$ cat config.mk
export PLATFORM = sky130hd
export DESIGN_NAME = wtrs_dist
export DESIGN_NICKNAME = d
export VERILOG_FILES = /design/src/rtl/core/assert_macros.svh /design/src/rtl/core/wtrs_pkg.sv /design/src/rtl/core/wtrs_dist.sv
export SDC_FILE = /design/constraint.sdc
export NUM_CORES = 1
export LEC_CHECK = 0
export ABC_AREA = 1
export ABC_CLOCK_PERIOD_IN_PS = 25400
export BUFFER_PORTS_ARGS = -buffer_cell sky130_fd_sc_hd__buf_2
export CORE_MARGIN = 2
export CORE_UTILIZATION = 40
export DETAILED_ROUTE_END_ITERATION = 8
export HOLD_SLACK_MARGIN = 0.05
export SETUP_SLACK_MARGIN = 0.15
export SYNTH_ARGS = -nofsm -noshare
export SYNTH_HDL_FRONTEND = slang
export SYNTH_SLANG_ARGS = --single-unit
export TNS_END_PERCENT = 1
$ cat constraint.sdc
create_clock -name clk -period 25.4 [get_ports clk]
set_input_delay 5.08 -clock clk [delete_from_list [all_inputs] [get_ports clk]]
set_output_delay 5.08 -clock clk [all_outputs]
set_load 0.02 [all_outputs]
$ cat src/rtl/core/assert_macros.svh
// ---------------------------------------------------------------------------
// Assertion macros shared by the RTL files.
// Both macros expand to nothing when SYNTHESIS is defined.
// ---------------------------------------------------------------------------
`ifndef ASSERT_MACROS_SVH
`define ASSERT_MACROS_SVH

`ifndef SYNTHESIS

// A property that must hold at every clock edge outside reset.
`define ASSERT_PROP(label, clk, rst, prop, msg) \
  label: assert property (@(posedge clk) disable iff (rst) (prop)) else $error(msg);

// A condition that must never be true outside reset.
`define ASSERT_NEVER(label, clk, rst, expr, msg) \
  label: assert property (@(posedge clk) disable iff (rst) !(expr)) else $error(msg);

`else

`define ASSERT_PROP(label, clk, rst, prop, msg)

`define ASSERT_NEVER(label, clk, rst, expr, msg)

`endif

`endif

$ cat src/rtl/core/wtrs_pkg.sv
`timescale 1ns / 1ps
// ---------------------------------------------------------------------------
// wtrs_pkg
// Types and constants for the waypoint table with radius search.
// ---------------------------------------------------------------------------
package wtrs_pkg;

  localparam int COORD_W = 16;
  localparam int RAD_W   = 16;
  localparam int PATH_W  = 8;
  localparam int SLOT_W  = 10;
  localparam int SQ_W    = 2 * COORD_W;
  localparam int R2_W    = 2 * RAD_W;
  localparam int DIST_W  = SQ_W + 1;

  localparam logic CMD_CREATE = 1'b0;
  localparam logic CMD_FIND   = 1'b1;

  typedef enum logic [2:0] {
    ST_IDLE    = 3'b001,
    ST_SCAN    = 3'b010,
    ST_DELIVER = 3'b100
  } state_t;

  // Control into the distance pipeline.
  typedef struct packed {
    logic valid;
    logic flush;
  } dist_ctrl_t;

  // Status out of the distance pipeline.
  typedef struct packed {
    logic valid;
    logic hit;
    logic busy;
  } dist_stat_t;

endpackage

$ cat src/rtl/core/wtrs_dist.sv
`timescale 1ns / 1ps
// ---------------------------------------------------------------------------
// wtrs_dist
// Two-stage distance check: squared differences, then sum and compare
// against the squared radius.
// ---------------------------------------------------------------------------
module wtrs_dist #(
  parameter int IDX_W = 10
) (
  input  logic                                  clk,
  input  logic                                  rst,
  input  wtrs_pkg::dist_ctrl_t                  ctrl,
  input  logic [IDX_W-1:0]                      idx,
  input  logic signed [wtrs_pkg::COORD_W-1:0]   entry_x,
  input  logic signed [wtrs_pkg::COORD_W-1:0]   entry_y,
  input  logic signed [wtrs_pkg::COORD_W-1:0]   query_x,
  input  logic signed [wtrs_pkg::COORD_W-1:0]   query_y,
  input  logic [wtrs_pkg::R2_W-1:0]             r2,
  output wtrs_pkg::dist_stat_t                  stat,
  output logic [IDX_W-1:0]                      hit_idx
);
  import wtrs_pkg::*;

  logic signed [COORD_W:0]     dx;
  logic signed [COORD_W:0]     dy;
  logic signed [2*COORD_W+1:0] prod_x;
  logic signed [2*COORD_W+1:0] prod_y;
  logic [DIST_W-1:0]           dist_sum;

  logic             sa_valid;
  logic [IDX_W-1:0] sa_idx;
  logic [SQ_W-1:0]  sq_x;
  logic [SQ_W-1:0]  sq_y;

  logic             sb_valid;
  logic             sb_hit;
  logic [IDX_W-1:0] sb_idx;

  always_comb begin
    dx       = {entry_x[COORD_W-1], entry_x} - {query_x[COORD_W-1], query_x};
    dy       = {entry_y[COORD_W-1], entry_y} - {query_y[COORD_W-1], query_y};
    prod_x   = dx * dx;
    prod_y   = dy * dy;
    dist_sum = {1'b0, sq_x} + {1'b0, sq_y};
  end

  always_ff @(posedge clk) begin
    if (rst || ctrl.flush) begin
      sa_valid <= 1'b0;
      sb_valid <= 1'b0;
    end else begin
      sa_valid <= ctrl.valid;
      sb_valid <= sa_valid;
    end
  end

  // A squared 17-bit difference never exceeds 2^32 - 1, so the low bits suffice.
  always_ff @(posedge clk) begin
    sa_idx <= idx;
    sq_x   <= prod_x[SQ_W-1:0];
    sq_y   <= prod_y[SQ_W-1:0];
    sb_idx <= sa_idx;
    sb_hit <= dist_sum < {1'b0, r2};
  end

  assign stat.valid = sb_valid;
  assign stat.hit   = sb_hit;
  assign stat.busy  = sa_valid || sb_valid;
  assign hit_idx    = sb_idx;

endmodule

### Word-level counts from Yosys, hierarchy flattened

Index checks and enable logic that the tools add are counted.

* add/sub/neg operators: 3
* multiply operators: 2
* order comparisons: 1
* reduce and logical (&&, ||, !) cells: 2

Operators by type and width (count)
* $mul 17x17->32: 2
* $sub 16x16->17: 2
* $add 32x32->33: 1
* $lt 33x32->1: 1
* $logic_or 1x1->1: 2

* register bits after elaboration: 87
* input port bits: 110
* output and inout bits: 13
* logic and storage cells: 15

### Longest topological paths before layout

Gate-level depths: netlist of run 1.

* depth after elaboration: 2
* mapped depth: 38
* gate-level depth less buffers: 37

### Least setup slack after synthesis of run 1

Ideal clock, no wire load.

* kind: input-to-reg
* start: input port entry_x[0] (netlist name)
* end: register sq_x[27]
* library setup time: 0.112 ns
* arrival: 11.376 ns
* data required time: 25.288 ns
* slack: 13.912 ns
* stages on the path: 32
* cell sequence: inv_1 ha_1 fa_1 nand3b_1 nand2_1 a21oi_1 xnor2_1 inv_2 buf_6 nor2_1 inv_1 fa_1 inv_1 fa_1 inv_1 fa_1 inv_1 fa_1 fa_1 inv_1 fa_1 inv_1 ha_1 a21oi_1 o21ai_0 a21oi_1 nand3_1 a21o_1 nand2_1 nand2_1 nand2_1 nand2_1

* word-level cells in the longest chain between the ends: 2

Ends and longest elaborated chain
* start, declared: RTL line wtrs_dist.sv:14 `input logic signed [wtrs_pkg::COORD_W-1:0] entry_x,`
* $sub 16x16->17: RTL line wtrs_dist.sv:40 `dx = {entry_x[COORD_W-1], entry_x} - {query_x[COORD_W-1], query_x};`
* $mul 17x17->32: RTL line wtrs_dist.sv:42 `prod_x = dx * dx;`
* net prod_x[27]: RTL line wtrs_dist.sv:26 `logic signed [2*COORD_W+1:0] prod_x;`
* end signal, assigned: RTL line wtrs_dist.sv:60 `sq_x <= prod_x[SQ_W-1:0];`
* end, declared: RTL line wtrs_dist.sv:32 `logic [SQ_W-1:0] sq_x;`

The timed path passes the listed nets, and every way through them passes these cells.
A chain may end at the register's enable or synchronous reset.

### Final worst setup path of run 1

* start: input port entry_y[8] (netlist name)
* end: register sq_y[28]

* word-level cells in the longest chain between the ends: 2

Ends and longest elaborated chain
* start, declared: RTL line wtrs_dist.sv:15 `input logic signed [wtrs_pkg::COORD_W-1:0] entry_y,`
* $sub 16x16->17: RTL line wtrs_dist.sv:41 `dy = {entry_y[COORD_W-1], entry_y} - {query_y[COORD_W-1], query_y};`
* $mul 17x17->32: RTL line wtrs_dist.sv:43 `prod_y = dy * dy;`
* net prod_y[28]: RTL line wtrs_dist.sv:27 `logic signed [2*COORD_W+1:0] prod_y;`
* end signal, assigned: RTL line wtrs_dist.sv:61 `sq_y <= prod_y[SQ_W-1:0];`
* end, declared: RTL line wtrs_dist.sv:33 `logic [SQ_W-1:0] sq_y;`

The timed path passes the listed nets, and every way through them passes these cells.

==> flow_metrics.py, run 1 <==
metrics = {
    "run_status": {
        "status": "complete, no violations",
    },
    "critical_path": {
        "worst_r2r_startpoint": "sq_x[7]",
        "regToRegSetupSlack_ns": 21.68,
        "worst_setup_path_startpoint": "entry_y[8]",
        "crit_required_ns": 25.69,
        "startpoint_type": "input port",
        "timing.critical_path.slowest_cell_delay_ns": 0.57,
        "cp_max_fo": 13,
        "crit_path_frequent_cell": "sky130_fd_sc_hd__inv_1",
        "worstRegToRegCells": 18,
        "critical_path.reg2reg.endpoint": "sb_hit",
        "timing_worst_setup_path_type": "input port to flip-flop",
        "end_kind": "flip-flop",
        "cp_data_arrival_time_ns": 13.17,
        "crit_path_end": "sq_y[28]",
        "critical-path-slowest-cell": "sky130_fd_sc_hd__inv_1",
    },
    "cells_and_area": {
        "synthToLayoutAreaGrowth_pct": 7.18,
        "num-fill-cells": 6307,
        "drive_gt1_frac": 0.0638,
        "finalCoreUtilization": 0.434,
        "antenna_diode_count": 0,
        "count_of_nets_after_finishing": 4007,
        "final-instance-count-excl-fill": 3971,
    },
    "clock_tree": {
        "max-clock-path-buffers": 2,
        "tritoncts": "built",
        "cts.repair_timing.setup_buffer_count": 0,
        "number_of_resized_instances_in_the_post_cts_repair_step": 0,
        "clkSinkCount": 85,
        "clk_transition_reported_paths_ns": 0.06,
        "hold_fix_buffer_count_after_cts": 0,
        "ctsHtreeMaxLevel": 3,
        "worst_skew_pair.late_latency_ns": 0.36,
        "clock_tree.root_cell": "sky130_fd_sc_hd__clkbuf_16",
        "numCtsBuffers": 9,
    },
    "floorplan": {
        "die_h_um": 254,
        "design.portCount": 123,
        "fp.dieArea_um2": 64500,
        "core-area_um2": 61700,
        "initial_core_utilization": 0.405,
        "floorplan.die.width_um": 254,
        "std_cell_rows": 91,
    },
    "synthesis": {
        "leading_post_synthesis_cells_by_cell_area": "sky130_fd_sc_hd__fa_1, sky130_fd_sc_hd__inv_1, sky130_fd_sc_hd__ha_1",
        "synthesis.area_um2": 25000,
        "synth.yosys.warnings": 0,
        "synth_seq_cells": 85,
        "async_flop_share": 0,
        "synth_cells": 3030,
        "synth.top_cells.by_count": "sky130_fd_sc_hd__inv_1, sky130_fd_sc_hd__fa_1, sky130_fd_sc_hd__nand2_1",
        "syn_nets": 3908,
        "post-synth-top-area-cell": "sky130_fd_sc_hd__fa_1",
        "synth_cell_types": 49,
        "prevailing_post_synth_register_cell": "sky130_fd_sc_hd__dfxtp_1",
        "synth.top_cell.area_share": 0.415,
        "synth_enable_flop_cells": 0,
        "synth.yosys.seq_area_share": 0.0681,
        "yosysMostFrequentCell": "sky130_fd_sc_hd__inv_1",
        "post_synth.cell_area_avg_um2": 8.25,
    },
    "drt": {
        "remaining_drc_errors": 0,
        "post_drt_wl_per_cell_um": 14.7,
        "dr_total_vias": 18991,
        "via_per_inst": 4.78,
        "drt-total-wl_mm": 58.3,
        "detail-route-antenna-nets": 0,
        "drt_first_iter_violations": 1260,
        "drtPass1Iterations": 5,
    },
    "grt": {
        "initial_antenna_violation_count": 1,
        "globalRoute.totalOverflow": 0,
        "grt_max_degree": 24,
        "globalRouteTotalUtil": 0.191,
        "grt_pass1_vias": 19479,
        "first_pass_grt_wire_length_mm": 97.0,
    },
    "sta": {
        "worstMarginPinSlew_ns": 1.15,
        "fin_skew_ns": 0.00741,
        "maximum_clock_frequency_mhz": 77.6,
        "final.period_utilization": 0.507,
        "maxSlewHeadroom": 0.229,
        "fin_hold_ws_ns": 0.326,
        "final-max-slew-violation-count": 0,
        "period_minus_slack_ns": 12.88,
        "fin_tns_setup_ns": 0,
        "finalSetupViolCount": 0,
        "finalHoldViolCount": 0,
        "rsz0062_at_grt": "no",
    },
    "place": {
        "post-place-cells": 3955,
        "hpwlAfterDp_mm": 51.5,
        "gpl.final_weighted_congestion": 0.883,
        "buffer_ports.inserted": 122,
    },
    "flow_run": {
        "max_cap_viol_count": 0,
    },
    "hold_path": {
        "hold_path.class": "flip-flop to flip-flop",
    },
}
worst min-delay path by stage:
stage | to | cells after the start | slack (ns) | startpoint
2_1_floorplan | hit_idx[0] | 0 | 0.31 | sa_idx[0]
3_3_place_gp | hit_idx[8] | 0 | 0.31 | sa_idx[8]
3_5_place_dp | hit_idx[1] | 0 | 0.31 | sa_idx[1]
4_1_cts | hit_idx[1] | 0 | 0.33 | sa_idx[1]
5_1_grt | hit_idx[2] | 0 | 0.33 | sa_idx[2]
6_report | hit_idx[0] | 0 | 0.33 | sa_idx[0]
cell families after synthesis:
group,Yosys count,share of synthesized area
flip-flops,85,0.0681
buffers and inverters,904,0.139
adder cells (fa/ha/maj),768,0.540
AO/OA/AOI/OAI,254,0.0588
XOR/XNOR,119,0.0456
AND/OR/NAND/NOR,900,0.149
worst max-delay path: cells and delay by family:
| kind | cells | cell delay (ns) |
|---|---|---|
| XOR/XNOR | 1 | 0.15 |
| AO/OA/AOI/OAI | 3 | 0.47 |
| buffers and inverters | 9 | 1.10 |
| AND/OR/NAND/NOR | 13 | 2.52 |
| adder cells (fa/ha/maj) | 8 | 3.80 |
flip-flops by register name (all words and copies together) (netlist names):
name and cells:
sq_x 31, sa_idx 10, sq_y 31, sb_valid 1, hit_idx 10, sa_valid 1, sb_hit 1
layer usage:
layer / vias up / share of wire / global-route usage
li1: 9148 / - / -
met4: 2 / 0.015 / 0.0324
met1: 9323 / 0.47 / 0.281
met5: - / 0.00022 / 0
met3: 59 / 0.059 / 0.0253
met2: 459 / 0.46 / 0.302
cells in the final DEF, fill, tap and decap left out, types with 25 or more instances in the layout:
cell and count:
sky130_fd_sc_hd__inv_1 849, sky130_fd_sc_hd__fa_1 518, sky130_fd_sc_hd__nand2_1 425, sky130_fd_sc_hd__nor2_1 309, sky130_fd_sc_hd__ha_1 250, sky130_fd_sc_hd__a21oi_1 122, sky130_fd_sc_hd__buf_2 122, sky130_fd_sc_hd__dfxtp_1 85
sky130_fd_sc_hd__nand3_1 83, sky130_fd_sc_hd__xor2_1 73, sky130_fd_sc_hd__o21ai_0 51, sky130_fd_sc_hd__xnor2_1 39, sky130_fd_sc_hd__a21o_1 25
layout make-up:
type / count / area, µm² / area share
Multi-Input combinational cell: 2041 / 19800 / 0.740
Tap cell: 837 / 1050 / 0.0391
Sequential cell: 85 / 1700 / 0.0635
Timing Repair Buffer: 130 / 671 / 0.0250
Inverter: 862 / 3240 / 0.121
Clock inverter: 7 / 81.3 / 0.00304
Clock buffer: 9 / 225 / 0.00840
metrics by stage:
step	area [µm²]	setup WS, ns
2_1_floorplan	25000	13.91
4_1_cts	26800	12.73
3_5_place_dp	26500	12.36
5_1_grt	26800	12.08
6_report	26800	12.52
3_3_place_gp	26500	12.32
Power of run 1 is not shown: default switching activity piles up to over one toggle a cycle in this logic, so the estimate is an artifact.
==> inputs of run 2 (changes only) <==
--- a/config.mk
+++ b/config.mk
@@ -5,8 +5,8 @@
 export SDC_FILE = /design/constraint.sdc
 export NUM_CORES = 1
 export LEC_CHECK = 0
-export ABC_AREA = 1
-export ABC_CLOCK_PERIOD_IN_PS = 25400
+export ABC_AREA = 0
+export ABC_CLOCK_PERIOD_IN_PS = 11350
 export BUFFER_PORTS_ARGS = -buffer_cell sky130_fd_sc_hd__buf_2
 export CORE_MARGIN = 2
 export CORE_UTILIZATION = 40
==> constraint.sdc (replaced) <==
create_clock -name clk -period 11.35 [get_ports clk]
set_input_delay 2.27 -clock clk [delete_from_list [all_inputs] [get_ports clk]]
set_output_delay 2.27 -clock clk [all_outputs]
set_load 0.02 [all_outputs]
==> flow_metrics.py, run 2 <==
metrics = {
    "place": {
        "gpl.final_weighted_congestion": 0.893,
        "buffer_ports.inserted": 122,
        "hpwlAfterDp_mm": 46.8,
    },
    "synthesis": {
        "synth_cells": 2597,
        "synth.yosys.seq_area_share": 0.0721,
        "synthesis.area_um2": 23600,
        "synth_cell_types": 77,
        "post_synth.cell_area_avg_um2": 9.09,
        "yosysMostFrequentCell": "sky130_fd_sc_hd__inv_1",
        "synth.yosys.warnings": 0,
        "prevailing_post_synth_register_cell": "sky130_fd_sc_hd__dfxtp_1",
        "leading_post_synthesis_cells_by_cell_area": "sky130_fd_sc_hd__fa_1, sky130_fd_sc_hd__ha_1, sky130_fd_sc_hd__inv_1",
        "synth.top_cell.area_share": 0.439,
        "synth_seq_cells": 85,
        "async_flop_share": 0,
        "post-synth-top-area-cell": "sky130_fd_sc_hd__fa_1",
        "synth_enable_flop_cells": 0,
        "syn_nets": 3475,
        "synth.top_cells.by_count": "sky130_fd_sc_hd__inv_1, sky130_fd_sc_hd__fa_1, sky130_fd_sc_hd__ha_1",
    },
    "clock_tree": {
        "clkSinkCount": 85,
        "clock_tree.root_cell": "sky130_fd_sc_hd__clkbuf_16",
        "clk_transition_reported_paths_ns": 0.06,
        "tritoncts": "built",
        "numCtsBuffers": 9,
        "ctsHtreeMaxLevel": 3,
        "hold_fix_buffer_count_after_cts": 0,
        "worst_skew_pair.late_latency_ns": 0.35,
        "max-clock-path-buffers": 2,
    },
    "critical_path": {
        "cp_data_arrival_time_ns": 10.80,
        "crit_required_ns": 11.58,
        "critical-path-slowest-cell": "sky130_fd_sc_hd__xor2_1",
        "timing.critical_path.slowest_cell_delay_ns": 0.54,
        "startpoint_type": "input port",
        "worstRegToRegCells": 19,
        "regToRegSetupSlack_ns": 6.57,
        "cp_max_fo": 7,
        "end_kind": "flip-flop",
        "worst_r2r_startpoint": "sq_x[9]",
        "critical_path.reg2reg.endpoint": "sb_hit",
        "timing_worst_setup_path_type": "input port to flip-flop",
    },
    "cells_and_area": {
        "most_common_library_cell_in_the_layout_ignoring_fill_and_taps": "sky130_fd_sc_hd__inv_1",
        "drive_gt1_frac": 0.0803,
        "antenna_diode_count": 0,
        "synthToLayoutAreaGrowth_pct": 8.29,
        "top_regs": "sq_x x31, sq_y x31",
        "num-fill-cells": 5679,
        "most-common-layout-cells": "sky130_fd_sc_hd__inv_1, sky130_fd_sc_hd__fa_1, sky130_fd_sc_hd__ha_1, sky130_fd_sc_hd__nor2_1, sky130_fd_sc_hd__nand2_1",
        "count_of_nets_after_finishing": 3599,
    },
    "flow_run": {
        "max_cap_viol_count": 0,
    },
    "grt": {
        "grt.met3_usage": 0.0297,
        "globalRoute.totalOverflow": 0,
        "grtUsageMet1": 0.237,
        "grt_max_degree": 24,
        "initial_antenna_violation_count": 0,
        "globalRouteTotalUtil": 0.187,
        "first_pass_grt_wire_length_mm": 90.8,
        "grt_util_met2": 0.334,
        "grt_pass1_vias": 19079,
        "grt_busiest_layer": "met2",
    },
    "floorplan": {
        "fp.dieArea_um2": 61000,
        "die_h_um": 247,
        "floorplan.die.width_um": 247,
        "std_cell_rows": 89,
        "core-area_um2": 58700,
        "initial_core_utilization": 0.402,
        "design.portCount": 123,
    },
    "sta": {
        "finalHoldViolCount": 0,
        "finalSetupViolCount": 0,
        "maxSlewHeadroom": 0.269,
        "fin_tns_setup_ns": 0,
        "rsz0062_at_grt": "no",
        "maximum_clock_frequency_mhz": 94.6,
        "final-max-slew-violation-count": 0,
        "worstMarginPinSlew_ns": 1.07,
        "fin_skew_ns": 0.00590,
        "period_minus_slack_ns": 10.57,
        "final.period_utilization": 0.931,
    },
    "drt": {
        "detail-route-antenna-nets": 0,
        "post_drt_wl_per_cell_um": 15.4,
        "drtPass1Iterations": 5,
        "via_per_inst": 4.90,
        "drt-total-wl_mm": 53.8,
        "drt_first_iter_violations": 939,
        "dr_total_vias": 17152,
        "remaining_drc_errors": 0,
    },
    "hold_path": {
        "hold_path_startpoint": "sa_idx[0]",
        "whs_path_depth": 0,
        "hold_path.class": "flip-flop to flip-flop",
        "whs_endpoint": "hit_idx[0]",
    },
    "run_status": {
        "status": "complete, no violations",
    },
}
==> run 2: through the flow <==
stage	worst slack, ns	hold WS, ns	cell area (µm²)	util	instances
6_report	0.782	0.326	25600	0.436	3499
4_1_cts	0.759	0.328	25500	0.435	3496
2_1_floorplan	1.57	0.310	23600	-	2597
3_3_place_gp	0.708	0.313	25200	0.430	3480
5_1_grt	0.190	0.335	25600	0.436	3499
3_5_place_dp	0.423	0.312	25200	0.430	3480
==> run 2: worst max path at each step <==
stage                           from       end  cells past startpoint
after floorplan           entry_x[0]  sq_x[30]                     33
after global placement    entry_x[0]  sq_x[31]                     35
after detailed placement  entry_x[0]  sq_x[31]                     35
after CTS                 entry_x[0]  sq_x[31]                     35
after global routing      entry_x[0]  sq_x[31]                     36
final                     entry_x[0]  sq_x[31]                     36
==> run 2: critical path: cells and delay by family <==
| family | cells | cell delay [ns] |
|---|---|---|
| adder cells (fa/ha/maj) | 9 | 3.87 |
| AND/OR/NAND/NOR | 6 | 1.00 |
| buffers and inverters | 10 | 0.81 |
| XOR/XNOR | 2 | 0.65 |
| AO/OA/AOI/OAI | 9 | 2.17 |
==> run 2: final cells by class <==
cell class | count | area, µm² | area share
Clock buffer | 9 | 225 | 0.00881
Clock inverter | 7 | 78.8 | 0.00308
Inverter | 726 | 2730 | 0.107
Multi-Input combinational cell | 1735 | 18900 | 0.741
Sequential cell | 85 | 1700 | 0.0665
Tap cell | 773 | 967 | 0.0378
Timing Repair Buffer | 164 | 926 | 0.0362
==> run 2: kinds of logic (layout without fill, tap and decap cells) <==
kind of cell	count (synthesis)	count (layout)	share of synthesized area
buf+inv	777	906	0.126
fa+ha+maj	768	768	0.572
simple gates	566	566	0.104
compound gates	272	272	0.0787
xor+xnor	127	127	0.0474
flops	85	85	0.0721
mux	2	2	0.000901
==> run 2: repair_timing <==
action                                  CTS  global route
endpoints found under the setup margin    0             2
buffers inserted                          0             3
resized for setup                         0             1
==> run 2: routing by layer <==
| metal | part of all wire | vias to the layer above |
|---|---|---|
| li1 | - | 8050 |
| met5 | 0 | - |
| met2 | 0.50 | 417 |
| met4 | 0.021 | 0 |
| met1 | 0.42 | 8596 |
| met3 | 0.057 | 89 |
Power of run 2 is left out for the same reason.
==> inputs of run 3 (changes only) <==
--- a/config.mk
+++ b/config.mk
@@ -8,12 +8,11 @@
 export ABC_AREA = 0
 export ABC_CLOCK_PERIOD_IN_PS = 11350
 export BUFFER_PORTS_ARGS = -buffer_cell sky130_fd_sc_hd__buf_2
-export CORE_MARGIN = 2
 export CORE_UTILIZATION = 40
+export CTS_CLUSTER_SIZE = 40
 export DETAILED_ROUTE_END_ITERATION = 8
 export HOLD_SLACK_MARGIN = 0.05
 export SETUP_SLACK_MARGIN = 0.15
 export SYNTH_ARGS = -nofsm -noshare
 export SYNTH_HDL_FRONTEND = slang
 export SYNTH_SLANG_ARGS = --single-unit
-export TNS_END_PERCENT = 1
==> flow_metrics.py, run 3 (synthesis gave the netlist of run 2 again) <==
metrics = {
    "run_status": {
        "status": "complete, no violations",
    },
    "grt": {
        "grt_pass1_vias": 18469,
        "initial_antenna_violation_count": 0,
        "globalRouteTotalUtil": 0.189,
        "first_pass_grt_wire_length_mm": 90.3,
        "grt_max_degree": 24,
        "globalRoute.totalOverflow": 0,
    },
    "cells_and_area": {
        "most-common-layout-cells": "sky130_fd_sc_hd__inv_1, sky130_fd_sc_hd__fa_1, sky130_fd_sc_hd__ha_1, sky130_fd_sc_hd__nor2_1, sky130_fd_sc_hd__nand2_1",
        "final-instance-count-excl-fill": 3486,
        "postLayoutCellArea_um2": 25500,
        "synthToLayoutAreaGrowth_pct": 8.07,
        "top_regs": "sq_x x31, sq_y x31",
        "count_of_nets_after_finishing": 3595,
        "drive_gt1_frac": 0.0783,
        "antenna_diode_count": 0,
        "most_common_library_cell_in_the_layout_ignoring_fill_and_taps": "sky130_fd_sc_hd__inv_1",
    },
    "sta": {
        "worst_case_setup_margin_in_the_final_layout_ns": 0.665,
        "rsz0062_at_grt": "no",
        "final.period_utilization": 0.941,
        "final-max-slew-violation-count": 0,
        "worstMarginPinSlew_ns": 1.06,
        "maxSlewHeadroom": 0.275,
        "period_minus_slack_ns": 10.69,
        "maximum_clock_frequency_mhz": 93.6,
        "fin_skew_ns": 0.00455,
        "fin_tns_setup_ns": 0,
        "finalHoldViolCount": 0,
        "finalSetupViolCount": 0,
    },
    "place": {
        "place_area_um2": 25200,
        "hpwlAfterDp_mm": 46.4,
        "gpl.final_weighted_congestion": 0.907,
        "place_worst_setup_slack_ns": 0.482,
        "post-place-cells": 3471,
        "buffer_ports.inserted": 122,
    },
    "critical_path": {
        "end_kind": "flip-flop",
        "critical-path-slowest-cell": "sky130_fd_sc_hd__a311oi_1",
        "cp_data_arrival_time_ns": 10.91,
        "cp_max_fo": 15,
        "crit_required_ns": 11.58,
        "startpoint_type": "input port",
        "timing.critical_path.slowest_cell_delay_ns": 0.57,
        "crit_path_frequent_cell": "sky130_fd_sc_hd__fa_1",
        "timing_worst_setup_path_type": "input port to flip-flop",
    },
    "hold_path": {
        "hold_path.class": "flip-flop to flip-flop",
    },
    "floorplan": {
        "die_h_um": 245,
        "std_cell_rows": 88,
        "floorplan.die.width_um": 245,
        "core-area_um2": 58000,
        "fp.dieArea_um2": 60000,
        "initial_core_utilization": 0.407,
        "design.portCount": 123,
    },
    "drt": {
        "drt-total-wl_mm": 53.2,
        "post_drt_wl_per_cell_um": 15.3,
        "dr_total_vias": 17073,
        "remaining_drc_errors": 0,
        "drtPass1Iterations": 6,
        "via_per_inst": 4.90,
        "detail-route-antenna-nets": 0,
        "drt_first_iter_violations": 958,
    },
    "clock_tree": {
        "cts.repair_timing.setup_buffer_count": 0,
        "clock_tree.root_cell": "sky130_fd_sc_hd__clkbuf_16",
        "clkSinkCount": 85,
        "max-clock-path-buffers": 2,
        "number_of_resized_instances_in_the_post_cts_repair_step": 0,
        "numCtsBuffers": 9,
        "clk_transition_reported_paths_ns": 0.06,
        "ctsHtreeMaxLevel": 3,
        "tritoncts": "built",
        "worst_skew_pair.late_latency_ns": 0.35,
        "hold_fix_buffer_count_after_cts": 0,
    },
    "flow_run": {
        "max_cap_viol_count": 0,
    },
}
[run 3: worst paths after layout]
kind	cells past startpoint	startpoint	to	slack, ns
min reg2reg	0	sa_idx[8]	hit_idx[8]	0.33
min	0	sa_idx[8]	hit_idx[8]	0.33
max reg2reg	19	sq_x[3]	sb_hit	6.52
max	33	entry_x[0]	sq_x[30]	0.66
[run 3: cell type report]
class	instances	area, µm²
Fill cell	5641	32500
Multi-Input combinational cell	1735	18900
Inverter	726	2730
Sequential cell	85	1700
Tap cell	765	957
Timing Repair Buffer	160	896
Clock buffer	9	225
Clock inverter	6	72.6
[run 3: metrics by stage]
stage | hold slack, ns | utilization
after floorplan | 0.310 | -
after global routing | 0.331 | 0.440
after global placement | 0.314 | 0.435
after CTS | 0.328 | 0.440
after detailed placement | 0.313 | 0.435
final | 0.326 | 0.440
[run 3: metal layers]
metal | routed length (µm) | share of wire | up-vias | GRT usage
met4 | 853 | 0.016 | 0 | 0.0349
li1 | - | - | 8036 | -
met1 | 23300 | 0.44 | 8613 | 0.252
met3 | 2540 | 0.048 | 66 | 0.0236
met5 | 0 | 0 | - | 0
met2 | 26500 | 0.50 | 358 | 0.328
[run 3: worst max-delay path, delay by kind of cell]
family	cells	cell delay, ns
simple gates	7	1.42
xor+xnor	1	0.42
buf+inv	7	0.72
fa+ha+maj	9	3.95
compound gates	9	2.11
Power of run 3 is left out for the same reason.
